==> src/design/assert_macros.svh <==
`ifndef ASSERT_MACROS_SVH
`define ASSERT_MACROS_SVH

// property checked at each rising clock edge, off while reset is low
`define ASSERT_AT(label, clk, rst_n, prop, msg) \
  label: assert property (@(posedge clk) disable iff (!rst_n) (prop)) else $error(msg);

// expression that must never hold at a rising clock edge
`define ASSERT_NEVER(label, clk, rst_n, expr, msg) \
  label: assert property (@(posedge clk) disable iff (!rst_n) !(expr)) else $error(msg);

`endif

==> src/design/jsud_pkg.sv <==
`timescale 1ns / 1ps
// ----------------------------------------------------------------------------
// jsud_pkg
// Types and constants shared by the string unescape decoder modules.
// ----------------------------------------------------------------------------
package jsud_pkg;

  localparam int OFFSET_BITS = 24;
  localparam int CP_BITS     = 21;
  localparam int JOB_DEPTH   = 4;

  typedef enum logic [1:0] {
    KIND_DATA  = 2'd0,
    KIND_DONE  = 2'd1,
    KIND_ERROR = 2'd2
  } result_kind_e;

  typedef enum logic [3:0] {
    ERR_NONE           = 4'd0,
    ERR_EXPECTED_QUOTE = 4'd1,
    ERR_CONTROL_CHAR   = 4'd2,
    ERR_TRUNC_ESCAPE   = 4'd3,
    ERR_TRUNC_UNICODE  = 4'd4,
    ERR_BAD_HEX        = 4'd5,
    ERR_LONE_HIGH      = 4'd6,
    ERR_BAD_PAIR       = 4'd7,
    ERR_LONE_LOW       = 4'd8,
    ERR_BAD_ESCAPE     = 4'd9,
    ERR_UNTERMINATED   = 4'd10
  } error_code_e;

  typedef struct packed {
    logic [7:0] in_byte;
    logic       end_marker;
  } in_word_t;

  typedef struct packed {
    logic [7:0]             out_byte;
    result_kind_e           result_kind;
    error_code_e            error_code;
    logic [OFFSET_BITS-1:0] err_offset;
    logic                   last_of_run;
  } out_word_t;

  // one queued job: a code point to encode, a done mark or an error
  typedef struct packed {
    result_kind_e           kind;
    logic [CP_BITS-1:0]     cp;
    logic [1:0]             last_idx;
    error_code_e            code;
    logic [OFFSET_BITS-1:0] offset;
  } job_t;

endpackage

==> src/design/json_string_unescape_decoder_top.sv <==
`timescale 1ns / 1ps
// ----------------------------------------------------------------------------
// json_string_unescape_decoder_top
// JSON string literal decoder with unescaping to UTF-8.
// ----------------------------------------------------------------------------
// Push the literal one byte per word, starting with the opening quote, or an
// end-of-text word. A new word is taken every cycle while the four-entry job
// queue between the classifier and the byte expander has room. Each word
// gives zero or one job; the expander turns a job into 1 to 4 result words
// at one word per cycle while the output register is empty or popped, and
// each job passes through the queue and then the output register. Results
// carry the decoded byte, a done mark or an error with its offset from the
// opening quote; last_of_run flags the final result of the input word that
// caused it.
module json_string_unescape_decoder_top #(
  parameter int POSITION_BITS = 24
) (
  input  logic                clk_i,
  input  logic                rst_ni,
  input  logic                push,
  output logic                full,
  input  jsud_pkg::in_word_t  in_i,
  output logic                empty,
  input  logic                pop,
  output jsud_pkg::out_word_t result_o
);
  import jsud_pkg::*;

  logic in_valid;
  logic job_push;
  job_t job_in;
  logic job_valid;
  job_t job_head;
  logic job_pop;

  assign in_valid = push && !full;

  jsud_front #(
    .POSITION_BITS(POSITION_BITS)
  ) u_front (
    .clk_i      (clk_i),
    .rst_ni     (rst_ni),
    .in_valid_i (in_valid),
    .in_word_i  (in_i),
    .job_push_o (job_push),
    .job_o      (job_in)
  );

  jsud_fifo u_fifo (
    .clk_i   (clk_i),
    .rst_ni  (rst_ni),
    .push_i  (job_push),
    .data_i  (job_in),
    .full_o  (full),
    .pop_i   (job_pop),
    .valid_o (job_valid),
    .data_o  (job_head)
  );

  jsud_back u_back (
    .clk_i       (clk_i),
    .rst_ni      (rst_ni),
    .job_valid_i (job_valid),
    .job_i       (job_head),
    .job_pop_o   (job_pop),
    .pop_i       (pop),
    .empty_o     (empty),
    .result_o    (result_o)
  );

endmodule

==> src/design/jsud_front.sv <==
`timescale 1ns / 1ps
`include "assert_macros.svh"
// ----------------------------------------------------------------------------
// jsud_front
// Byte classifier and escape state machine; pushes one job per result run.
// ----------------------------------------------------------------------------
module jsud_front #(
  parameter int POSITION_BITS = 24
) (
  input  logic               clk_i,
  input  logic               rst_ni,
  input  logic               in_valid_i,
  input  jsud_pkg::in_word_t in_word_i,
  output logic               job_push_o,
  output jsud_pkg::job_t     job_o
);
  import jsud_pkg::*;

  typedef enum logic [6:0] {
    MODE_IDLE    = 7'b0000001,
    MODE_BODY    = 7'b0000010,
    MODE_ESC     = 7'b0000100,
    MODE_HEX1    = 7'b0001000,
    MODE_PAIR_BS = 7'b0010000,
    MODE_PAIR_U  = 7'b0100000,
    MODE_HEX2    = 7'b1000000
  } mode_e;

  localparam logic [7:0] CH_QUOTE  = 8'h22;
  localparam logic [7:0] CH_BSLASH = 8'h5C;
  localparam logic [7:0] CH_SLASH  = 8'h2F;
  localparam logic [7:0] CH_B      = 8'h62;
  localparam logic [7:0] CH_F      = 8'h66;
  localparam logic [7:0] CH_N      = 8'h6E;
  localparam logic [7:0] CH_R      = 8'h72;
  localparam logic [7:0] CH_T      = 8'h74;
  localparam logic [7:0] CH_U      = 8'h75;
  localparam logic [7:0] CH_0      = 8'h30;
  localparam logic [7:0] CH_9      = 8'h39;
  localparam logic [7:0] CH_LA     = 8'h61;
  localparam logic [7:0] CH_LF     = 8'h66;
  localparam logic [7:0] CH_UA     = 8'h41;
  localparam logic [7:0] CH_UF     = 8'h46;
  localparam logic [7:0] CH_SPACE  = 8'h20;

  localparam logic [5:0] HIGH_TAG = 6'b110110;
  localparam logic [5:0] LOW_TAG  = 6'b110111;
  localparam logic [10:0] PLANE_ADD = 11'h040;

  localparam int WW = (POSITION_BITS >= OFFSET_BITS) ? POSITION_BITS + 1 : OFFSET_BITS + 1;
  localparam logic [WW-1:0] POS_MAX_W = WW'({POSITION_BITS{1'b1}});
  localparam logic [WW-1:0] OFF_MAX_W = WW'({OFFSET_BITS{1'b1}});

  function automatic logic [POSITION_BITS-1:0] sat_pos(input logic [WW-1:0] s);
    return (s > POS_MAX_W) ? {POSITION_BITS{1'b1}} : s[POSITION_BITS-1:0];
  endfunction

  function automatic logic [OFFSET_BITS-1:0] clamp_off(input logic [POSITION_BITS-1:0] p);
    logic [WW-1:0] w;
    w = WW'(p);
    return (w > OFF_MAX_W) ? {OFFSET_BITS{1'b1}} : w[OFFSET_BITS-1:0];
  endfunction

  // {valid, value}
  function automatic logic [4:0] hex_of(input logic [7:0] c);
    logic [4:0] r;
    r = 5'b0;
    if (c inside {[CH_0:CH_9]}) begin
      r = {1'b1, 4'(c - CH_0)};
    end else if (c inside {[CH_LA:CH_LF]}) begin
      r = {1'b1, 4'(c - CH_LA + 8'd10)};
    end else if (c inside {[CH_UA:CH_UF]}) begin
      r = {1'b1, 4'(c - CH_UA + 8'd10)};
    end
    return r;
  endfunction

  function automatic job_t err_job(input error_code_e code,
                                   input logic [OFFSET_BITS-1:0] off);
    job_t j;
    j = '0;
    j.kind   = KIND_ERROR;
    j.code   = code;
    j.offset = off;
    return j;
  endfunction

  function automatic job_t data_job(input logic [CP_BITS-1:0] cp, input logic [1:0] last_idx);
    job_t j;
    j = '0;
    j.kind     = KIND_DATA;
    j.code     = ERR_NONE;
    j.cp       = cp;
    j.last_idx = last_idx;
    return j;
  endfunction

  mode_e                    mode_q, mode_d;
  logic [POSITION_BITS-1:0] pos_q, pos_d;
  logic [POSITION_BITS-1:0] esc_q, esc_d;
  logic [15:0]              acc_q, acc_d;
  logic [1:0]               cnt_q, cnt_d;
  logic                     seen_q, seen_d;
  logic [1:0]               bidx_q, bidx_d;
  logic [9:0]               high_q, high_d;

  logic [7:0]  c;
  logic        in_end;
  logic [4:0]  hx;
  logic [15:0] acc_sh;
  logic        seen_n;
  logic [1:0]  bidx_n;
  logic        last_digit;
  logic [3:0]  base_k;
  logic [POSITION_BITS-1:0] pos_inc;
  logic [OFFSET_BITS-1:0]   off_pos, off_esc, off_base, off_bad;

  assign c      = in_word_i.in_byte;
  assign in_end = in_word_i.end_marker;
  assign hx     = hex_of(c);
  assign acc_sh = {acc_q[11:0], hx[4] ? hx[3:0] : 4'h0};
  assign seen_n = seen_q | ~hx[4];
  assign bidx_n = seen_q ? bidx_q : cnt_q;
  assign last_digit = (cnt_q == 2'd3);
  // the second hex group starts six bytes after the first
  assign base_k   = (mode_q == MODE_HEX2) ? 4'd8 : 4'd2;
  assign pos_inc  = sat_pos(WW'(pos_q) + WW'(1'b1));
  assign off_pos  = clamp_off(pos_q);
  assign off_esc  = clamp_off(esc_q);
  assign off_base = clamp_off(sat_pos(WW'(esc_q) + WW'(base_k)));
  assign off_bad  = clamp_off(sat_pos(WW'(esc_q) + WW'(base_k) + WW'(bidx_n)));

  always_comb begin
    mode_d     = mode_q;
    pos_d      = pos_q;
    esc_d      = esc_q;
    acc_d      = acc_q;
    cnt_d      = cnt_q;
    seen_d     = seen_q;
    bidx_d     = bidx_q;
    high_d     = high_q;
    job_push_o = 1'b0;
    job_o      = data_job('0, 2'd0);
    if (in_valid_i) begin
      if (!in_end) begin
        pos_d = pos_inc;
      end
      case (mode_q)
        MODE_BODY: begin
          if (in_end) begin
            job_push_o = 1'b1;
            job_o      = err_job(ERR_UNTERMINATED, '0);
            mode_d     = MODE_IDLE;
            pos_d      = '0;
          end else if (c == CH_QUOTE) begin
            job_push_o  = 1'b1;
            job_o       = '0;
            job_o.kind  = KIND_DONE;
            job_o.code  = ERR_NONE;
            mode_d      = MODE_IDLE;
            pos_d       = '0;
          end else if (c < CH_SPACE) begin
            job_push_o = 1'b1;
            job_o      = err_job(ERR_CONTROL_CHAR, off_pos);
            mode_d     = MODE_IDLE;
            pos_d      = '0;
          end else if (c == CH_BSLASH) begin
            esc_d  = pos_q;
            mode_d = MODE_ESC;
          end else begin
            job_push_o = 1'b1;
            job_o      = data_job(CP_BITS'(c), 2'd0);
          end
        end
        MODE_ESC: begin
          if (in_end) begin
            job_push_o = 1'b1;
            job_o      = err_job(ERR_TRUNC_ESCAPE, off_pos);
            mode_d     = MODE_IDLE;
            pos_d      = '0;
          end else if (c == CH_U) begin
            acc_d  = '0;
            cnt_d  = '0;
            seen_d = 1'b0;
            bidx_d = '0;
            mode_d = MODE_HEX1;
          end else if (c == CH_QUOTE || c == CH_BSLASH || c == CH_SLASH) begin
            job_push_o = 1'b1;
            job_o      = data_job(CP_BITS'(c), 2'd0);
            mode_d     = MODE_BODY;
          end else begin
            job_push_o = 1'b1;
            mode_d     = MODE_BODY;
            case (c)
              CH_B:    job_o = data_job(CP_BITS'(8'h08), 2'd0);
              CH_F:    job_o = data_job(CP_BITS'(8'h0C), 2'd0);
              CH_N:    job_o = data_job(CP_BITS'(8'h0A), 2'd0);
              CH_R:    job_o = data_job(CP_BITS'(8'h0D), 2'd0);
              CH_T:    job_o = data_job(CP_BITS'(8'h09), 2'd0);
              default: begin
                job_o  = err_job(ERR_BAD_ESCAPE, off_pos);
                mode_d = MODE_IDLE;
                pos_d  = '0;
              end
            endcase
          end
        end
        MODE_HEX1, MODE_HEX2: begin
          if (in_end) begin
            // truncation wins over any bad digit seen so far
            job_push_o = 1'b1;
            job_o      = err_job(ERR_TRUNC_UNICODE, off_base);
            mode_d     = MODE_IDLE;
            pos_d      = '0;
          end else begin
            acc_d  = acc_sh;
            seen_d = seen_n;
            bidx_d = bidx_n;
            if (!last_digit) begin
              cnt_d = cnt_q + 2'd1;
            end else if (seen_n) begin
              job_push_o = 1'b1;
              job_o      = err_job(ERR_BAD_HEX, off_bad);
              mode_d     = MODE_IDLE;
              pos_d      = '0;
            end else if (mode_q == MODE_HEX1) begin
              if (acc_sh[15:10] == HIGH_TAG) begin
                high_d = acc_sh[9:0];
                mode_d = MODE_PAIR_BS;
              end else if (acc_sh[15:10] == LOW_TAG) begin
                job_push_o = 1'b1;
                job_o      = err_job(ERR_LONE_LOW, off_esc);
                mode_d     = MODE_IDLE;
                pos_d      = '0;
              end else begin
                job_push_o = 1'b1;
                mode_d     = MODE_BODY;
                if (acc_sh < 16'h0080) begin
                  job_o = data_job(CP_BITS'(acc_sh), 2'd0);
                end else if (acc_sh < 16'h0800) begin
                  job_o = data_job(CP_BITS'(acc_sh), 2'd1);
                end else begin
                  job_o = data_job(CP_BITS'(acc_sh), 2'd2);
                end
              end
            end else if (acc_sh[15:10] != LOW_TAG) begin
              job_push_o = 1'b1;
              job_o      = err_job(ERR_BAD_PAIR, off_base);
              mode_d     = MODE_IDLE;
              pos_d      = '0;
            end else begin
              // 0x10000 + (high << 10 | low) folds into the upper bits
              job_push_o = 1'b1;
              job_o      = data_job({11'(high_q) + PLANE_ADD, acc_sh[9:0]}, 2'd3);
              mode_d     = MODE_BODY;
            end
          end
        end
        MODE_PAIR_BS: begin
          if (in_end || c != CH_BSLASH) begin
            job_push_o = 1'b1;
            job_o      = err_job(ERR_LONE_HIGH, off_esc);
            mode_d     = MODE_IDLE;
            pos_d      = '0;
          end else begin
            mode_d = MODE_PAIR_U;
          end
        end
        MODE_PAIR_U: begin
          if (in_end || c != CH_U) begin
            job_push_o = 1'b1;
            job_o      = err_job(ERR_LONE_HIGH, off_esc);
            mode_d     = MODE_IDLE;
            pos_d      = '0;
          end else begin
            acc_d  = '0;
            cnt_d  = '0;
            seen_d = 1'b0;
            bidx_d = '0;
            mode_d = MODE_HEX2;
          end
        end
        default: begin
          // idle: only an opening quote starts a string
          if (in_end || c != CH_QUOTE) begin
            job_push_o = 1'b1;
            job_o      = err_job(ERR_EXPECTED_QUOTE, '0);
            mode_d     = MODE_IDLE;
            pos_d      = '0;
          end else begin
            mode_d = MODE_BODY;
            pos_d  = POSITION_BITS'(1);
          end
        end
      endcase
    end
  end

  always_ff @(posedge clk_i or negedge rst_ni) begin
    if (!rst_ni) begin
      mode_q <= MODE_IDLE;
      pos_q  <= '0;
      esc_q  <= '0;
      acc_q  <= '0;
      cnt_q  <= '0;
      seen_q <= 1'b0;
      bidx_q <= '0;
      high_q <= '0;
    end else begin
      mode_q <= mode_d;
      pos_q  <= pos_d;
      esc_q  <= esc_d;
      acc_q  <= acc_d;
      cnt_q  <= cnt_d;
      seen_q <= seen_d;
      bidx_q <= bidx_d;
      high_q <= high_d;
    end
  end

  `ASSERT_AT(a_idle_pos_zero, clk_i, rst_ni, mode_q == MODE_IDLE |-> pos_q == '0, "position not cleared in idle")
  `ASSERT_AT(a_error_to_idle, clk_i, rst_ni, job_push_o && job_o.kind == KIND_ERROR |=> mode_q == MODE_IDLE, "no return to idle after error")

endmodule

==> src/design/jsud_fifo.sv <==
`timescale 1ns / 1ps
`include "assert_macros.svh"
// ----------------------------------------------------------------------------
// jsud_fifo
// Short job queue between the classifier and the byte expander.
// ----------------------------------------------------------------------------
module jsud_fifo (
  input  logic           clk_i,
  input  logic           rst_ni,
  input  logic           push_i,
  input  jsud_pkg::job_t data_i,
  output logic           full_o,
  input  logic           pop_i,
  output logic           valid_o,
  output jsud_pkg::job_t data_o
);
  import jsud_pkg::*;

  localparam int AW = $clog2(JOB_DEPTH);

  job_t          mem_q [JOB_DEPTH];
  logic [AW-1:0] wr_q, wr_d;
  logic [AW-1:0] rd_q, rd_d;
  logic [AW:0]   cnt_q, cnt_d;

  assign full_o  = (cnt_q == (AW + 1)'(JOB_DEPTH));
  assign valid_o = (cnt_q != '0);
  assign data_o  = mem_q[rd_q];

  always_comb begin
    wr_d  = push_i ? wr_q + 1'b1 : wr_q;
    rd_d  = pop_i ? rd_q + 1'b1 : rd_q;
    cnt_d = cnt_q;
    if (push_i && !pop_i) begin
      cnt_d = cnt_q + 1'b1;
    end else if (pop_i && !push_i) begin
      cnt_d = cnt_q - 1'b1;
    end
  end

  always_ff @(posedge clk_i) begin
    if (push_i) begin
      mem_q[wr_q] <= data_i;
    end
  end

  always_ff @(posedge clk_i or negedge rst_ni) begin
    if (!rst_ni) begin
      wr_q  <= '0;
      rd_q  <= '0;
      cnt_q <= '0;
    end else begin
      wr_q  <= wr_d;
      rd_q  <= rd_d;
      cnt_q <= cnt_d;
    end
  end

  `ASSERT_NEVER(a_push_full, clk_i, rst_ni, push_i && full_o, "job pushed into full queue")
  `ASSERT_NEVER(a_pop_empty, clk_i, rst_ni, pop_i && !valid_o, "job popped from empty queue")

endmodule

==> src/design/jsud_back.sv <==
`timescale 1ns / 1ps
`include "assert_macros.svh"
// ----------------------------------------------------------------------------
// jsud_back
// Expands queued jobs into result words, one word per cycle while the output
// register is empty or popped, into that output register.
// ----------------------------------------------------------------------------
module jsud_back (
  input  logic                clk_i,
  input  logic                rst_ni,
  input  logic                job_valid_i,
  input  jsud_pkg::job_t      job_i,
  output logic                job_pop_o,
  input  logic                pop_i,
  output logic                empty_o,
  output jsud_pkg::out_word_t result_o
);
  import jsud_pkg::*;

  // byte idx of a utf-8 sequence whose last byte has index last_idx
  function automatic logic [7:0] utf8_byte(input logic [CP_BITS-1:0] cp,
                                           input logic [1:0] last_idx,
                                           input logic [1:0] idx);
    logic [1:0] from_end;
    logic [7:0] b;
    from_end = last_idx - idx;
    if (idx == 2'd0) begin
      case (last_idx)
        2'd0:    b = cp[7:0];
        2'd1:    b = {3'b110, cp[10:6]};
        2'd2:    b = {4'b1110, cp[15:12]};
        default: b = {5'b11110, cp[20:18]};
      endcase
    end else begin
      case (from_end)
        2'd0:    b = {2'b10, cp[5:0]};
        2'd1:    b = {2'b10, cp[11:6]};
        2'd2:    b = {2'b10, cp[17:12]};
        default: b = {2'b10, cp[5:0]};
      endcase
    end
    return b;
  endfunction

  logic      out_valid_q, out_valid_d;
  out_word_t out_q, out_d;
  logic [1:0] idx_q, idx_d;
  logic      load;
  logic      is_last;

  assign load      = job_valid_i && (!out_valid_q || pop_i);
  assign is_last   = (idx_q == job_i.last_idx);
  assign job_pop_o = load && is_last;
  assign empty_o   = !out_valid_q;
  assign result_o  = out_q;

  always_comb begin
    out_d              = out_q;
    out_valid_d        = out_valid_q;
    idx_d              = idx_q;
    if (load) begin
      out_d.out_byte     = (job_i.kind == KIND_DATA) ?
                           utf8_byte(job_i.cp, job_i.last_idx, idx_q) : 8'h00;
      out_d.result_kind  = job_i.kind;
      out_d.error_code   = job_i.code;
      out_d.err_offset   = job_i.offset;
      out_d.last_of_run  = is_last;
      out_valid_d        = 1'b1;
      idx_d              = is_last ? 2'd0 : idx_q + 2'd1;
    end else if (pop_i) begin
      out_valid_d = 1'b0;
    end
  end

  always_ff @(posedge clk_i) begin
    out_q <= out_d;
  end

  always_ff @(posedge clk_i or negedge rst_ni) begin
    if (!rst_ni) begin
      out_valid_q <= 1'b0;
      idx_q       <= '0;
    end else begin
      out_valid_q <= out_valid_d;
      idx_q       <= idx_d;
    end
  end

  `ASSERT_AT(a_single_word_last, clk_i, rst_ni, out_valid_q && out_q.result_kind != KIND_DATA |-> out_q.last_of_run, "done or error word not marked last")
  `ASSERT_AT(a_idx_needs_job, clk_i, rst_ni, idx_q != 2'd0 |-> job_valid_i, "sequence index left without a job")

endmodule

==> config.mk <==
export PLATFORM = sky130hd
export DESIGN_NAME = json_string_unescape_decoder_top
export DESIGN_NICKNAME = d
export VERILOG_FILES = /design/src/design/jsud_pkg.sv /design/src/design/json_string_unescape_decoder_top.sv /design/src/design/jsud_front.sv /design/src/design/jsud_fifo.sv /design/src/design/jsud_back.sv
export VERILOG_INCLUDE_DIRS = /design/src /design/src/design
export SDC_FILE = /design/constraint.sdc
export NUM_CORES = 1
export LEC_CHECK = 0
export ABC_CLOCK_PERIOD_IN_PS = 3800
export BUFFER_PORTS_ARGS = -buffer_cell sky130_fd_sc_hd__buf_2
export CAP_MARGIN = 5
export CORE_MARGIN = 2
export CORE_UTILIZATION = 50
export CTS_CLUSTER_SIZE = 30
export DETAILED_ROUTE_END_ITERATION = 8
export GPL_TIMING_DRIVEN = 0
export PLACE_DENSITY_LB_ADDON = 0.12
export SYNTH_ARGS = -nofsm -noshare
export SYNTH_HDL_FRONTEND = slang
export SYNTH_SLANG_ARGS = --single-unit
==> constraint.sdc <==
create_clock -name clk_i -period 3.8 [get_ports clk_i]
set_input_delay 0.38 -clock clk_i [delete_from_list [all_inputs] [get_ports clk_i]]
set_output_delay 0.38 -clock clk_i [all_outputs]
set_load 0.02 [all_outputs]
======== After elaboration in Yosys (flattened, before gate mapping) ========
Memory sizes are Yosys's and may differ from the RTL's.
Index checks and enable logic that the tools add are counted.
word-level totals
  flip-flop bits (word level) ............. 131
  bits in writable memories ............... 212
  input bits .............................. 13
  output and inout port bits .............. 41
  logic and storage cells ................. 233
  memories ................................ 1
memory list
  name          depth  width  read ports  clocked after Yosys merged registers in  wr ports  RTL line         source
  u_fifo.mem_q  4      53     1           0                                        1         jsud_fifo.sv:21  job_t mem_q [JOB_DEPTH];
cells by class
  add/subtract/negate cells ............... 16
  $lt $le $gt $ge ......................... 12
  eq/ne operators ......................... 35
  muxes and demuxes ....................... 113
  bitwise logic cells ..................... 6
  reductions and logical operators ........ 32
operators by type and width
  operator                                                            number
  two-way mux 53 bit                                                  17
  one-hot mux 53 bit (5 select lines)                                 2
  two-way mux 24 bit                                                  20
  one-hot mux 24 bit (5 select lines)                                 1
  two-way mux 7 bit                                                   13
  > comparator 25 x 24 -> 1 bit (second input constant)               3
  two-way mux 30 bit                                                  2
  == test 8 x 7 -> 1 bit (second input constant)                      7
  two-way mux 12 bit                                                  4
  two-way mux 38 bit                                                  1
  one-hot mux 12 bit (3 select lines)                                 1
  one-hot mux 7 bit (5 select lines)                                  1
  adder 24 x 1 -> 25 bit (second input constant)                      1
  adder 24 x 4 -> 25 bit                                              1
  adder 25 x 2 -> 25 bit                                              1
  two-way mux 1 bit                                                   24
  two-way mux 2 bit                                                   12
  one-hot mux 8 bit (3 select lines)                                  1
  == test 8 x 6 -> 1 bit (second input constant)                      2
  greater-or-equal comparator 8 x 7 -> 1 bit (second input constant)  2
  <= comparator 8 x 7 -> 1 bit (second input constant)                2
  less-than comparator 16 x 12 -> 1 bit (second input constant)       1
  less-than comparator 16 x 8 -> 1 bit (second input constant)        1
  inequality test 8 x 7 -> 1 bit (second input constant)              2
  49 further kinds                                                    92

======== Depth between registers and ports, before layout ========
Gate-level depths: netlist (run 1).
  depth after elaboration ................. 17
  mapped depth ............................ 18
  gate-level depth less buffers ........... 15

======== Modules after synthesis ========
A second synthesis (run 1) with hierarchy kept.
unflattened totals
  cell total of the unflattened synthesis .. 1465
  area total of the unflattened synthesis .. 17793.3 µm²
by module, submodules not included
  module                            times used  cells an instance  area each (µm²)  seq. area each (µm²)
  jsud_fifo                         1           311                8111.5           6541.3
  jsud_front                        1           1039               7875.1           2053.2
  jsud_back                         1           114                1793.0           1246.2
  json_string_unescape_decoder_top  1           1                  13.8             0.0

======== Worst setup path before layout (run 1) ========
Ideal clock, no wire load.
  kind .................................... register to register
  from .................................... reg u_fifo.cnt_q[0]
  to ...................................... reg u_fifo.cnt_q[1]
  library setup time ...................... 0.125 ns
  arrival ................................. 3.965 ns
  required time ........................... 3.675 ns
  slack ................................... -0.290 ns
  cell stages (with the launch flop) ...... 8
  path buffers ............................ 0
  period minus slack after synthesis ...... 4.090 ns
  path through ............................ dfrtp_1 > nor3_1 > a21oi_1 > nand2_1 > ha_1 > inv_1 > fa_1 > mux2_2
on the way
  elaborated cells between the ends (all ways) .. 16
  classes of those cells .................. add/sub (2); eq/ne (1); mux (3); reduce/logical (10)
RTL lines
  what                    RTL line         source
  from (decl)             jsud_fifo.sv:24  logic [AW:0] cnt_q, cnt_d;
  from (signal assigned)  jsud_fifo.sv:55  cnt_q <= cnt_d;
  nonzero test 3 bit      jsud_fifo.sv:27  assign valid_o = (cnt_q != '0);
  logical AND 1 bit       jsud_back.sv:51  assign load = job_valid_i && (!out_valid_q || pop_i);
  net u_back.load         jsud_back.sv:48  logic load;
  logical AND 1 bit       jsud_back.sv:53  assign job_pop_o = load && is_last;
  logical NOT 1 bit       jsud_fifo.sv:34  if (push_i && !pop_i) begin
  logical AND 1 bit       jsud_fifo.sv:34
  two-way mux 3 bit       jsud_fifo.sv:34
  net u_fifo.cnt_d[1]     jsud_fifo.sv:24
The timed path passes the listed nets, and every way through them passes these cells. The select of a mux whose other input is x is not followed.
A chain may end at the register's enable or synchronous reset.

==> metrics.txt, run 1 <==
R2R cell count=16; multi-input logic area=7680 µm²; mapped cell area=between 15000 and 20000 µm²; initial core utilization=50.6%; Mapped Cells=1474; synth unique cells=approximately 80; wl on met1=roughly 22000 µm; Worst Clk Skew=0.0168 ns; top routing layer in use=met4; std cell rows=slightly below 70; FF+latch count, synth=about 340; DR vias=roughly 13000; Critical Path End Type=flip-flop; final setup violation count=46; Crit Path Category=reg -> reg; Post-synth top cells=edfxtp_1 (251), nand2_1 (146), nor2_1 (127); crit-path max FO=6; run status=complete, but fails checks; met2 wire length=~21000 µm; detailed placement HPWL=about 33000 µm; total CTS buffers=37; syn_nets=roughly 1500; Worst setup SP type=flip-flop; largest net degree at the start of global routing=between 50 and 60; Power, Total=roughly 12000 µW; placed standard-cell area=between 15000 and 20000 µm²; Clock Latency Late Sink=~0.54 ns; power density cells=approximately 570 nW/µm²; Design Area, Final=20600 µm²; vias in the first global route=12200; Die Y=approximately 190 µm; global-route wire length before repair=73000 µm; max-slew violations=0; min-delay src=pop; Final Net Count=roughly 1700; root buf cell=clkbuf_16; Max-Cap Viols=0; Reg clk slew, reported paths=about 0.060 ns; most frequent cell after synthesis=edfxtp_1; Routability Congestion=between 0.9 and 1; Max Buffers Root-to-Sink=3; Sink Count=between 300 and 400; Worst Hold End=u_back.out_valid_q; WHS Path Cells=2; antenna violations before repair=0; Reg2Reg Setup Slack=-0.09 ns; DRT Wirelength=between 40000 and 50000 µm; antenna cells=0; Layout area overhead=18.2%; register area=9850 µm²; TritonCTS clock tree=done; Worst EP arrival=~4.2 ns; RSZ-0062 raised after global routing=true; commonest register cell after synthesis=edfxtp_1; failing checks=setup timing; GRT overflow=0; Area contributors post-synth=edfxtp_1 (43%), dfrtp_1 (13%), mux4_2 (6.9%); Hold Slack=roughly 0.042 ns; Hold Fails Final Rpt=0; Static Leak=0.00747 µW; period utilization=102%; DRC Markers=0; TritonRoute pass-1 iters=6; layout cells sized above 1=between 20% and 30%; Post-synth EDFFs=251; CTS H-Tree Depth=2; Worst Path Required=a little over 4 ns; Hold Crit Class=in -> reg; # fillers=~2800; DR vias/cell=slightly above 6; area leader, netlist=edfxtp_1; die area=about 36000 µm²; post-route ant nets=0; Synth top area share=a little over two fifths; post-synthesis sequential area ratio=between 50% and 60%; Yosys warning count=0; IO Pins=between 50 and 60; Slew @ Worst Pin=between 1 and 1.5 ns; fmax=0.257 GHz; routed len/inst=roughly 23 µm; Core Area=roughly 34000 µm²; r2r startpoint=u_front.mode_q[4]; final worst slack=-0.0916 ns; Iter 0 DRT Violations=1411; Relative slew margins=26.0%; Crit Reg-Reg Endpoint=u_fifo.mem_q[1][18]; fraction of registers with async set/reset=a little over a quarter; Tot GR Track Use=26.4%; Syn Area/Cell=between 10 and 15 µm²; routed wl met3=roughly 3700 µm; Tmin final=roughly 3.9 ns; peak supply drop=roughly 0.6 mV; Die X=191 µm; PortBufs=52; Setup Total Neg Slack=-1.76 ns
## timing repair
| item | in CTS | in global routing |
|---|---|---|
| cloned | 2 | 0 |
| pin swaps | 27 | 34 |
| endpoints found under the hold margin | 40 | 0 |
| endpoints found under the setup margin | 318 | 292 |
| gates resized for setup | 98 | 61 |
| hold buffers | 1 | 0 |
| buffers inserted | 33 | 19 |
## worst max-delay path by stage
stage                            from                  end  slack, ns  cells after the start
finish              u_front.mode_q[4]  u_fifo.mem_q[1][18]      -0.09                     16
global route        u_front.mode_q[4]  u_fifo.mem_q[1][18]      -0.22                     16
CTS                 u_front.mode_q[5]   u_fifo.mem_q[3][5]      -0.08                     16
detailed placement  u_front.mode_q[1]  u_fifo.mem_q[1][18]      -1.11                     15
global placement    u_front.mode_q[1]   u_fifo.mem_q[2][3]      -1.24                      8
floorplan           u_front.mode_q[1]   u_fifo.mem_q[0][5]       0.02                     15
## kinds of logic after synthesis
| group | after synthesis | synth area share, % |
|---|---|---|
| multiplexers | 78 | 8.46 |
| AO/OA/AOI/OAI | 358 | 13.8 |
| flip-flops | 343 | 56.5 |
| buffers and inverters | 146 | 3.28 |
| XOR/XNOR | 53 | 2.71 |
| adder cells (fa/ha/maj) | 29 | 2.17 |
| AND/OR/NAND/NOR | 467 | 13.0 |
## per-layer routing
layer | GRT usage, % | up-vias
met5 | 0 | -
met3 | 4.42 | 72
met4 | 6.38 | 0
met2 | 39.7 | 545
met1 | 40.2 | 6466
li1 | - | 5911
## worst max-delay path, stage by stage, from the launching register on
cell and delay, ns:
dfrtp_2 0.45, nor3_4 0.27, nand3_4 0.16, inv_2 0.11
ha_4 0.19, buf_6 0.11, and3_4 0.17, a32oi_1 0.10
o32a_1 0.43, nor3_2 0.24, buf_4 0.15, nand3_4 0.08
nor4b_4 0.36, a31o_4 0.26, buf_8 0.15, nor2_2 0.06
o32ai_4 0.37
## layout by cell type (no fill, tap or decap), types with 13 or more instances in the layout
cell / instances
edfxtp_1: 251
nand2_1: 143
nor2_1: 116
o21ai_0: 107
dfrtp_1: 84
clkbuf_1: 76
a21oi_1: 67
buf_2: 56
mux4_2: 53
inv_1: 46
buf_4: 42
clkbuf_16: 37
nand3_1: 32
xnor2_1: 27
ha_1: 24
mux2_2: 23
nor3_1: 23
a221oi_1: 22
a222oi_1: 22
xor2_1: 20
nand4_1: 14
and3_1: 13
## power breakdown
part | internal (µW) | leakage (µW) | switching (µW) | total (µW)
sequential | 4860 | 0.00368 | 232 | 5100
clock | 2010 | 0.000572 | 1450 | 3460
combinational | 1240 | 0.00321 | 1940 | 3180
total | 8120 | 0.00747 | 3620 | 11700
## flip-flops by register name, summed over array words and instances (netlist names)
signal / cells
u_back.idx_q: 2
u_back.out_valid_q: 1
u_back.result_o: 39
u_fifo.cnt_q: 3
u_fifo.mem_q: 212
u_fifo.rd_q: 2
u_fifo.wr_q: 2
u_front.acc_q: 12
u_front.bidx_q: 2
u_front.cnt_q: 2
u_front.esc_q: 24
u_front.high_q: 10
u_front.mode_q: 7
u_front.off_pos: 24
u_front.seen_q: 1
## per-stage QoR
stage                     setup WS (ns)  cells  utilization [%]
after floorplan                  0.0219   1474                -
after global placement            -1.24   1981             53.1
after detailed placement          -1.11   1984             53.3
after CTS                       -0.0762   2081             58.9
after global routing             -0.217   2093             59.9
final                           -0.0916   2093             59.9
## layout make-up
| type | instances | area share [%] |
|---|---|---|
| clock buffer | 44 | 4.63 |
| multi-input combinational | 986 | 37.3 |
| buffer | 90 | 1.85 |
| clock inverter | 23 | 1.06 |
| tap | 455 | 2.77 |
| inverter | 47 | 0.857 |
| timing repair buffer | 105 | 3.67 |
| sequential | 343 | 47.9 |
Note: power is estimated with default switching activity, not from simulation.
==> run 2: changes to the inputs <==
- ABC_CLOCK_PERIOD_IN_PS: 3800 -> 4100
- CORE_MARGIN: 2 -> 4
- clock period: 3.8 -> 4.1 ns (I/O delays scaled with it)
==> metrics.txt, run 2 (synthesized netlist as in run 1, its figures left out) <==
run status=finished, final reports clean; Iter 0 DRT Violations=about 1400; max-slew violations=0; Static Leak=roughly 0.0073 µW; total CTS buffers=37; peak supply drop=~0.42 mV; Final Net Count=about 1600; vias in the first global route=about 13000; # fillers=between 2000 and 3000; antenna violations before repair=0; Largest Register=u_fifo.mem_q; Max-Cap Viols=0; Die X=around 200 µm; final setup violation count=0; layout cells sized above 1=a little under a fifth; die area=about 38000 µm²; Reg clk slew, reported paths=0.06 ns; met1 Use GR=a little under two fifths; TritonCTS clock tree=done; Sink Count=343; grt met2 use=36.4%; Worst EP arrival=between 4 and 5 ns; Core Area=roughly 34000 µm²; power density cells=approximately 550 nW/µm²; Critical Path End Type=flip-flop; Layout area overhead=15.6%; fmax=approximately 0.25 GHz; TritonRoute pass-1 iters=6; Tmin final=around 4 ns; max reg flops=around 210; Design Area, Final=between 20000 and 25000 µm²; Max Buffers Root-to-Sink=3; fin util=roughly three fifths; DRT Wirelength=between 40000 and 50000 µm; largest net degree at the start of global routing=66; DR vias=between 10000 and 15000; antenna cells=0; PortBufs=52; root buf cell=clkbuf_16; period utilization=97.2%; commonest cells after routing, fill and taps aside=edfxtp_1 (251), nand2_1 (146), nor2_1 (125); GR Util met3=just under 4%; Tot GR Track Use=about a quarter; Hold Fails Final Rpt=0; Worst Path Required=between 4 and 5 ns; Die Y=~190 µm; Slew @ Worst Pin=1.03 ns; GRT overflow=0; Clock Latency Late Sink=0.54 ns; initial core utilization=approximately half; post-route ant nets=0; routed len/inst=22.6 µm; DRC Markers=0; detailed placement HPWL=~33000 µm; crit-path max FO=10; global-route wire length before repair=around 73000 µm; DR vias/cell=~6.2; Relative slew margins=31.0%; Routability Congestion=0.979; CTS H-Tree Depth=2; placed standard-cell area=approximately 18000 µm²; busiest layer in global routing=met1; IO Pins=54; Worst setup SP type=flip-flop; dpl cells=approximately 2000; std cell rows=68; Hold Crit Class=in -> reg; Crit Path Category=reg -> reg; commonest non-fill, non-tap cell in the layout=edfxtp_1; Non-Filler Instances=roughly 2100; Worst Clk Skew=0.0187 ns
[run 2: final timing paths]
kind | start | end | slack [ns] | cells after the start
min | pop | u_back.out_valid_q | 0.09 | 2
min reg2reg | u_fifo.cnt_q[2] | u_fifo.cnt_q[2] | 0.49 | 1
max | u_front.mode_q[0] | u_fifo.mem_q[0][13] | 0.11 | 17
max in group asynchronous | rst_ni | u_fifo.rd_q[0] | 3.05 | 3
min in group asynchronous | rst_ni | u_front.off_pos[10] | 0.35 | 2
max reg2reg | u_front.mode_q[0] | u_fifo.mem_q[0][13] | 0.11 | 17
[run 2: metrics by stage]
stage	total power (µW)	setup WS [ns]	hold WS (ns)	TNS (ns)
detailed placement	7770	-1.22	0.374	-199.12
floorplan	6830	0.00999	0.114	0
finish	11100	0.114	0.0927	0
global route	11600	-0.0425	0.0847	-0.737
global placement	7720	-2.00	0.462	-500.06
CTS	11200	-0.00160	0.0841	-0.00160
[run 2: area by class of cell]
| type | count | area, µm² | share of cell area, % |
|---|---|---|---|
| buffer | 94 | 403 | 2.00 |
| clock buffer | 51 | 1030 | 5.12 |
| clock inverter | 17 | 213 | 1.06 |
| inverter | 47 | 176 | 0.877 |
| multi-input combinational | 985 | 7420 | 36.9 |
| sequential | 343 | 9850 | 48.9 |
| tap | 455 | 569 | 2.83 |
| timing repair buffer | 75 | 470 | 2.34 |
[run 2: power breakdown]
group / total (µW) / switching, µW / internal [µW]
Clock: 3370 / 1340 / 2030
Sequential: 4730 / 220 / 4510
Combinational: 2980 / 1830 / 1140
[run 2: what timing repair did]
item | in CTS | in global routing
pin swaps | 7 | 14
resized for setup | 49 | 43
setup buffers | 6 | 14
hold endpoints to repair | 26 | 0
endpoints found under the setup margin | 320 | 311
hold buffers | 1 | 0
[run 2: metal layers]
layer,part of all wire (%),up-vias
li1,-,5851
met1,46,6429
met2,44,540
met3,7.2,87
met4,2.4,0
met5,0,-
[run 2: critical path, cell delays in order, from the launching register on]
cell and delay, ns:
dfstp_2 0.58, nor3_4 0.07, nand3_4 0.12, inv_1 0.05, ha_1 0.28, clkbuf_4 0.18
a31oi_2 0.11, buf_4 0.18, buf_4 0.15, nor4_4 0.20, nand4_1 0.26, nor2_2 0.26
xnor2_2 0.11, nor4b_4 0.32, a31o_4 0.26, buf_6 0.17, o21ai_0 0.12, a21oi_2 0.31
==> run 3: changes to the inputs <==
- ABC_CLOCK_PERIOD_IN_PS: 4100 -> 3850
- clock period: 4.1 -> 3.85 ns (I/O delays scaled with it)
==> metrics.txt, run 3 (synthesized netlist as in run 1, its figures left out) <==
DRT Wirelength=approximately 48000 µm; TritonRoute pass-1 iters=9; Static Leak=0.00747 µW; DR vias/cell=between 6 and 7; die area=between 30000 and 40000 µm²; Iter 0 DRT Violations=1523; run status=complete, but fails checks; Max-Cap Viols=0; peak supply drop=0.879 mV; failing checks=DRC; Hold Fails Final Rpt=0; period utilization=99.8%; Slew @ Worst Pin=roughly 1.1 ns; Worst Clk Skew=about 0.025 ns; Relative slew margins=around a quarter; final worst slack=approximately 0.0058 ns; post-place setup slack=-1.21 ns; initial core utilization=about half; Final Net Count=1652; Max Buffers Root-to-Sink=3; placed standard-cell area=approximately 18000 µm²; Crit Path Category=reg -> reg; Layout area overhead=17.5%; Tot GR Track Use=between 20 and 30%; dpl cells=roughly 2000; GRT overflow=0; Critical Path End Type=flip-flop; Core Area=approximately 34000 µm²; antenna cells=0; Sink Count=roughly 340; global-route wire length before repair=around 74000 µm; Worst setup SP type=flip-flop; commonest non-fill, non-tap cell in the layout=edfxtp_1; Crit Reg-Reg Endpoint=u_fifo.mem_q[2][14]; CTS H-Tree Depth=2; commonest cells after routing, fill and taps aside=edfxtp_1 (251), nand2_1 (144), nor2_1 (121); std cell rows=68; max-slew violations=0; Reg clk slew, reported paths=about 0.050 ns; R2R cell count=15; Largest Register=u_fifo.mem_q; Die X=195 µm; DR vias=13100; detailed placement HPWL=~33000 µm; total CTS buffers=38; TritonCTS clock tree=done; WHS Path Cells=4; min-delay src=in_i[0]; Routability Congestion=slightly below 1; crit-path max FO=7; IO Pins=54; largest net degree at the start of global routing=54; PortBufs=52; power density cells=around 580 nW/µm²; fin util=roughly 60%; antenna violations before repair=0; Worst Hold End=u_front.mode_q[6]; Worst Path Required=between 4 and 5 ns; RSZ-0062 raised after global routing=true; DRC Markers=6; Die Y=195 µm; Hold Slack=~0.23 ns; fmax=roughly 0.26 GHz; Clock Latency Late Sink=0.56 ns; Non-Filler Instances=~2100; root buf cell=clkbuf_16; post-route ant nets=0; Reg2Reg Setup Slack=between 0.005 and 0.006 ns; vias in the first global route=between 10000 and 15000; routed len/inst=~23 µm; layout cells sized above 1=20.7%; max reg flops=212; Hold Crit Class=in -> reg; Design Area, Final=just over 20000 µm²; Tmin final=around 3.8 ns; r2r startpoint=u_front.mode_q[0]; Worst EP arrival=4.19 ns; final setup violation count=0
==> run 3: metal layers <==
metal  track usage (%)  part of all wire (%)  up-vias
li1                  -                     -     5917
met1              38.2                    45     6512
met2              37.3                    44      572
met3              4.14                   8.2       97
met4              7.55                   2.6        0
met5                 0                     0        -
==> run 3: cell type report <==
cell class              instances  area (µm²)
flip-flops and latches        343        9850
inverters                      47         179
fillers                      2812       14000
repair buffers                103         714
clock buffers                  52        1050
multi-input cells             987        7500
plain buffers                  90         394
well taps                     455         569
clock inverters                18         186
==> run 3: worst max path at each step <==
stage / start / endpoint / slack, ns
6_report: u_front.mode_q[0] / u_fifo.mem_q[2][14] / 0.006
5_1_grt: u_front.mode_q[1] / u_fifo.mem_q[1][5] / -0.12
2_1_floorplan: u_front.mode_q[1] / u_fifo.mem_q[0][5] / 0.03
3_5_place_dp: u_front.mode_q[1] / u_fifo.mem_q[0][1] / -1.21
3_3_place_gp: u_front.mode_q[1] / u_fifo.mem_q[3][5] / -1.22
4_1_cts: u_front.mode_q[0] / u_fifo.mem_q[2][7] / -0.02
==> run 3: through the flow <==
stage,power (µW),setup TNS [ns]
after CTS,11900,-0.0753
after global placement,8180,-354.00
after floorplan,7260,0
final,11800,0
after global routing,12400,-5.15
after detailed placement,8250,-234.45
==> run 3: report_power, final <==
group,switching (µW),total [µW],leakage [µW],internal [µW]
Clock,1460,3600,0.000613,2140
Combinational,1950,3190,0.00318,1250
Sequential,228,5030,0.00368,4800
==> run 3: timing repair <==
item / CTS / global route
pin swaps: 18 / 28
cloned: 4 / 0
setup endpoints to repair: 319 / 258
buffers inserted: 23 / 21
resized for setup: 82 / 37
hold endpoints to repair: 41 / 0
hold buffers: 2 / 0
==> run 3: worst max-delay path: stages, from the launching register on <==
cell	delay (ns)
dfstp_2	0.56
nor3_4	0.06
nand3_4	0.13
ha_4	0.19
ha_4	0.20
a21oi_4	0.09
or4_4	0.56
nor3_4	0.25
nand2_1	0.14
xor2_2	0.18
nor4b_4	0.34
a31o_4	0.28
buf_4	0.16
buf_16	0.11
o21ai_0	0.10
a21oi_2	0.26
